### src/hw/rtl/tslf_pkg.sv
// Types and constants shared by the three-sensor line-follower PID modules.
`timescale 1ns / 1ps

package tslf_pkg;

  localparam int LEVEL_W    = 17;
  localparam int GAIN_W     = 24;
  localparam int CFG_DATA_W = 24;
  localparam int CFG_IDX_W  = 3;
  localparam int ERR_W      = 18;
  localparam int DIFF_W     = 19;
  localparam int SUM_W      = 32;
  localparam int MUL_A_W    = 25;
  localparam int MUL_B_W    = 32;
  localparam int PROD_W     = MUL_A_W + MUL_B_W;
  localparam int ACC_W      = 58;
  localparam int FRAC_W     = 16;
  localparam int PID16_W    = ACC_W - FRAC_W;
  localparam int SPLIT_W    = 21;
  localparam int SPEED_W    = 32;
  localparam int WIDE_W     = 44;

  localparam logic [LEVEL_W-1:0] Q16_ONE     = 17'd65536;
  localparam logic [ACC_W-1:0]   ROUND_HALF  = 58'd32768;
  localparam logic [MUL_A_W-1:0] TURN_SCALE  = 25'd11432;

  localparam logic [GAIN_W-1:0]  KP_RESET       = 24'd983040;
  localparam logic [GAIN_W-1:0]  KD_RESET       = 24'd65536;
  localparam logic [GAIN_W-1:0]  KI_RESET       = 24'd655;
  localparam logic [GAIN_W-1:0]  BASE_RESET     = 24'hFEF40E;
  localparam logic [LEVEL_W-1:0] MARGIN_RESET   = 17'd23593;
  localparam logic [LEVEL_W-1:0] DEADBAND_RESET = 17'd3277;

  typedef enum logic [CFG_IDX_W-1:0] {
    REG_GAIN_P   = 3'd0,
    REG_GAIN_D   = 3'd1,
    REG_GAIN_I   = 3'd2,
    REG_BASE     = 3'd3,
    REG_MARGIN   = 3'd4,
    REG_DEADBAND = 3'd5
  } cfg_reg_t;

  typedef enum logic [2:0] {
    MUL_P,
    MUL_D,
    MUL_I,
    MUL_HI,
    MUL_LO
  } mul_sel_t;

  typedef struct packed {
    logic     capture;
    logic     update;
    mul_sel_t mul_sel;
    logic     mul_en;
    logic     acc_load;
    logic     acc_load_shift;
    logic     acc_add;
    logic     pid_round;
    logic     corr_round;
    logic     corr_clear;
    logic     out_load;
  } cmd_t;

  typedef struct packed {
    logic sample_ok;
    logic over_deadband;
  } status_t;

endpackage

### src/hw/rtl/tslf_ctrl.sv
// Sequencing state machine of the line-follower PID block.
`timescale 1ns / 1ps

module tslf_ctrl import tslf_pkg::*; (
  input  logic    clk,
  input  logic    rst,
  input  logic    s_tvalid,
  output logic    s_tready,
  output logic    m_tvalid,
  input  logic    m_tready,
  input  status_t status,
  output cmd_t    cmd
);

  typedef enum logic [3:0] {
    ST_IDLE,
    ST_CHECK,
    ST_DECIDE,
    ST_MUL_P,
    ST_MUL_D,
    ST_MUL_I,
    ST_ACC_I,
    ST_RND_PID,
    ST_MUL_HI,
    ST_MUL_LO,
    ST_ACC_LO,
    ST_RND_CORR,
    ST_WRITE
  } state_t;

  state_t state;
  logic   out_free;

  assign s_tready = (state == ST_IDLE);
  assign out_free = !m_tvalid || m_tready;

  always_comb begin
    cmd = '0;
    cmd.mul_sel = MUL_P;
    case (state)
      ST_IDLE: begin
        cmd.capture = s_tvalid;
      end
      ST_CHECK: begin
        cmd.update = status.sample_ok;
      end
      ST_DECIDE: begin
        cmd.corr_clear = !status.over_deadband;
      end
      ST_MUL_P: begin
        cmd.mul_sel = MUL_P;
        cmd.mul_en  = 1'b1;
      end
      ST_MUL_D: begin
        cmd.mul_sel  = MUL_D;
        cmd.mul_en   = 1'b1;
        cmd.acc_load = 1'b1;
      end
      ST_MUL_I: begin
        cmd.mul_sel = MUL_I;
        cmd.mul_en  = 1'b1;
        cmd.acc_add = 1'b1;
      end
      ST_ACC_I: begin
        cmd.acc_add = 1'b1;
      end
      ST_RND_PID: begin
        cmd.pid_round = 1'b1;
      end
      ST_MUL_HI: begin
        cmd.mul_sel = MUL_HI;
        cmd.mul_en  = 1'b1;
      end
      ST_MUL_LO: begin
        cmd.mul_sel        = MUL_LO;
        cmd.mul_en         = 1'b1;
        cmd.acc_load_shift = 1'b1;
      end
      ST_ACC_LO: begin
        cmd.acc_add = 1'b1;
      end
      ST_RND_CORR: begin
        cmd.corr_round = 1'b1;
      end
      ST_WRITE: begin
        cmd.out_load = out_free;
      end
      default: begin
        cmd = '0;
      end
    endcase
  end

  always_ff @(posedge clk) begin
    if (rst) begin
      state    <= ST_IDLE;
      m_tvalid <= 1'b0;
    end else begin
      if (cmd.out_load) begin
        m_tvalid <= 1'b1;
      end else if (m_tready) begin
        m_tvalid <= 1'b0;
      end
      case (state)
        ST_IDLE: begin
          if (s_tvalid) state <= ST_CHECK;
        end
        ST_CHECK: begin
          state <= status.sample_ok ? ST_DECIDE : ST_IDLE;
        end
        ST_DECIDE: begin
          state <= status.over_deadband ? ST_MUL_P : ST_WRITE;
        end
        ST_MUL_P:    state <= ST_MUL_D;
        ST_MUL_D:    state <= ST_MUL_I;
        ST_MUL_I:    state <= ST_ACC_I;
        ST_ACC_I:    state <= ST_RND_PID;
        ST_RND_PID:  state <= ST_MUL_HI;
        ST_MUL_HI:   state <= ST_MUL_LO;
        ST_MUL_LO:   state <= ST_ACC_LO;
        ST_ACC_LO:   state <= ST_RND_CORR;
        ST_RND_CORR: state <= ST_WRITE;
        ST_WRITE: begin
          if (out_free) state <= ST_IDLE;
        end
        default: state <= ST_IDLE;
      endcase
    end
  end

endmodule

### config.mk
export PLATFORM = sky130hd
export DESIGN_NAME = tslf_ctrl
export DESIGN_NICKNAME = d
export VERILOG_FILES = /design/src/hw/rtl/tslf_pkg.sv /design/src/hw/rtl/tslf_ctrl.sv
export SDC_FILE = /design/constraint.sdc
export NUM_CORES = 1
export LEC_CHECK = 0
export ABC_AREA = 1
export BUFFER_PORTS_ARGS = -buffer_cell sky130_fd_sc_hd__buf_2
export CAP_MARGIN = 20
export CORE_AREA = 2 2 39 41
export DETAILED_ROUTE_END_ITERATION = 16
export DIE_AREA = 0 0 41 43
export GPL_TIMING_DRIVEN = 0
export PLACE_DENSITY = 0.59
export SYNTH_ARGS = -nofsm -noshare
export SYNTH_HDL_FRONTEND = slang
export SYNTH_SLANG_ARGS = --single-unit
### constraint.sdc
create_clock -name clk -period 1.35 [get_ports clk]
set_clock_uncertainty 0.2 [all_clocks]
set_input_delay 0.135 -clock clk [delete_from_list [all_inputs] [get_ports clk]]
set_output_delay 0.135 -clock clk [all_outputs]
set_load 0.01 [all_outputs]
Word level (Yosys, flattened, before mapping)
Index checks and enable logic that the tools add are counted.
- add/subtract/negate cells: 0
- multiply operators: 0
- divide/modulo/power cells: 0
- magnitude comparators: 0
- eq/ne operators: 14
- shift-type cells: 0
- muxes and demuxes: 17
- bitwise logic cells: 0
- reduce and logical (&&, ||, !) cells: 7
- operators with widths (kind ; number):
    4-bit one-hot mux with 13 select lines ; 1
    4-bit equality test (second input constant) ; 5
    4-bit one-hot mux with 5 select lines ; 1
    4-bit by 3-bit equality test with 1-bit output (second input constant) ; 4
    4-bit 2-to-1 mux ; 3
    1-bit 2-to-1 mux ; 11
    4-bit by 2-bit equality test with 1-bit output (second input constant) ; 2
    4-bit by 1-bit equality test with 1-bit output (second input constant) ; 1
    4-bit logical NOT ; 1
    2-bit inequality test (second input constant) ; 2
    3-bit OR reduction ; 1
    1-bit logical NOT ; 2
    2-bit 2-to-1 mux ; 1
    2-bit AND reduction ; 1
    2-bit nonzero test ; 1
    1-bit logical OR ; 1
- register bits after elaboration: 5
- latch bits: 0
- memory bits (writable): 0
- memory bits (read-only): 0
- bits of input ports: 6
- output and inout bits: 15
- logic and storage cells: 40
- memories: 0

Depth between registers and ports, before layout
- depth after elaboration: 4
- mapped depth: 8
- depth with buffers taken out: 7

Worst setup path after synthesis
No wires, ideal clock.
- path kind: register -> output
- start point: register state[2]
- end point: output cmd[4] in the netlist's numbering
- arrival time: 929 ps
- data required time: 1015 ps
- slack: 86 ps
- cell stages (with the launch flop): 5
- buffers on the path: 0
- path through: dfxtp_1 nor2_2 inv_2 nand2_1 o21ai_0
- RTL lines (element ; line ; text):
    start: declaration ; tslf_ctrl.sv:31 ; state_t state;
    start signal: assignment ; tslf_ctrl.sv:109 ; state <= status.sample_ok ? ST_DECIDE : ST_IDLE;
    start signal: assignment ; tslf_ctrl.sv:112 ; state <= status.over_deadband ? ST_MUL_P : ST_WRITE;
    end: declaration ; tslf_ctrl.sv:12 ; output cmd_t cmd

==> metrics <==
Sequential Power Share 28.7%; Arr. time, crit path 1130 ps; post-synthesis sequential element count 5; die area 0.00176 sq mm; Worst-Margin Slew 308 ps; Peak VDD IR 0.398 mV; Fin Setup TNS -1070 ps; Worst Hold Class input port to register; Die X 41 um; Hold EP m_tvalid; Yosys cell types 16; Worst Reg-to-Reg Cells 7; first-pass GRT wire length 1780 um; largest net degree at the start of global routing 9; PD cells 891 mW/mm^2; Setup violations, final 14; largest family of logic cells by synthesized area simple AND/OR/NAND/NOR gates; pre-CTS WS -34.5 ps; most frequent cells in the layout 19 x buf_2, 14 x nor2_1, 11 x inv_1; Initial DRT Pass Iterations 4; RSZ-0062 raised after global routing true; Max Cap Viol 0; r2r setup slk 50 ps; antenna viol nets, final 0; Netlist Area Pre-Place 399 sq um; vias in the first global route 432; critical path launch point type register; Highest Clock Rate 681 MHz; mux cell area share after synthesis 0%; clk sinks 5; IO Pins 21; row count 14; GR Overflow Total 0; CTS max path bufs 2; Layout area overhead 78.1%; drc violations 0; adder-cell share of the synthesized area 0%; Fillers 138; Num CTS Buffers 3; internal power 392 uW; share of cells above drive strength 1 55.0%; dpl cells 105; hold slack final 35.0 ps; CTS tree done; Slew Limit Headroom 79.4%; critical path peak fanout 8; CTS H-tree depth 1; chip height 43 um; top-area cell type share of the netlist area 25.1%; Synth area leader dfxtp_1; outcome finished with violations; register area 111 sq um; WL final 1170 um; routed vias/inst 4.43; Syn. warnings 0; Comb pwr share 43.2%; Post-Synth Simple-Gate Area 50.5%; FF-to-FF End state[1]; Post-Synthesis Cells 69; failing checks setup timing; HP Start m_tready; Critical Path Sink Type primary output; post-DP HPWL 811 um; Compound-Gate Fraction of Synth Area 7.52%; CP Data Required Time 1010 ps; Mapped Avg Cell Area 5.78 sq um; Setup CP Type register to primary output; DRT iter0 DRCs 4; worst setup slack after layout -119 ps; routed len/inst 10.1 um; Switching Fraction 38.1%; post-route insts no fill 116; xor-xnor portion of the synthesized cell area 0%; Vias 514; Switch Pwr 241 uW; Clock Latency Late Sink 240 ps; Hold Path Cell Cnt 4; clock power share 28.1%; minimum clock period 1470 ps; GRT Util Overall 15.1%; Fin. Hold Viols 0; Net Count, Synth 75; # diodes 0; Root Driver clkbuf_4; multi-input logic area 313 sq um; Final Cycle Share 109%; post-synthesis sequential area ratio 25.1%; input/output buffers 20; synth top area cells dfxtp_1 25%, nor2_1 15%, inv_1 12%, nand3_1 8.8%, nand2_1 8.5%; Starting Density 28.8%; Core ar. 0.00138 sq mm; initial antenna violation count 0; Worst R2R Start state[3]; clock transition at the registers of the reported paths 40 ps; leak pwr 0.000395 uW; placer congestion estimate 0.691; leading cell type in the layout, fill and taps excluded buf_2; fin. max-slew vios 0; final net count 107
## worst max path at each step
| stage | startpoint | cells after the start | endpoint |
|---|---|---|---|
| after floorplan | state[2] | 4 | cmd[4] |
| after global placement | state[0] | 5 | cmd[4] |
| after detailed placement | state[0] | 5 | cmd[4] |
| after CTS | state[1] | 6 | cmd[1] |
| after global routing | state[1] | 5 | cmd[12] |
| final | state[1] | 5 | cmd[9] |
## per-layer routing
| metal | track usage [%] | wire, um |
|---|---|---|
| met1 | 19.4 | 509 |
| met2 | 23.4 | 579 |
| met3 | 1.57 | 62 |
| met4 | 8.00 | 17 |
| met5 | 0 | 0 |
## cells in the mapped netlist (all sizes together)
cell type / number
buf: 1
nor3: 5
a21oi: 1
nand3: 7
nor2: 20
o2bb2ai: 1
dfxtp: 5
o22ai: 1
nand2: 11
o21ai: 2
inv: 15
## through the flow
| step | instance area (sq um) | util (%) | power, uW |
|---|---|---|---|
| after floorplan | 399 | - | 299 |
| after global placement | 519 | 37.5 | 355 |
| after detailed placement | 519 | 37.5 | 356 |
| after CTS | 666 | 48.1 | 605 |
| after global routing | 711 | 51.4 | 673 |
| final | 711 | 51.4 | 633 |
## state kept, by name (all words and copies together), names as in the netlist
name / cells
state: 4
m_tvalid: 1
## final cells by class
| cell class | instances | share of cell area [%] |
|---|---|---|
| buffer | 1 | 1.58 |
| inverter | 15 | 8.98 |
| multi-input combinational | 48 | 44.0 |
| clock buffer | 4 | 3.70 |
| sequential | 5 | 15.7 |
| timing repair buffer | 27 | 23.2 |
| tap | 16 | 2.82 |
## power groups by stage
stage	Combinational [uW]	Sequential [uW]	Clock (uW)
2_1_floorplan	125	174	0
3_3_place_gp	178	177	0
3_5_place_dp	179	177	0
4_1_cts	245	181	179
5_1_grt	299	184	191
6_report	273	182	178
## cell families after synthesis
logic type	after synthesis
DFF	5
and+or+nand+nor	43
AOI/OAI and AO/OA	5
buffers and inverters	16
## worst max-delay path, stage by stage (launching register included)
cell	delay (ps)
dfxtp_1	300
buf_6	140
nor2_4	110
inv_4	70
o21ai_1	120
buf_2	140
## timing repair
| item | 4_1_cts | 5_1_grt |
|---|---|---|
| resized for setup | 26 | 8 |
| endpoints found under the hold margin | 4 | 0 |
| pin swaps | 3 | 3 |
| setup buffers | 5 | 1 |
| hold buffers | 1 | 0 |
| setup endpoints to repair | 14 | 15 |
Note: power is estimated with default switching activity, not from simulation.
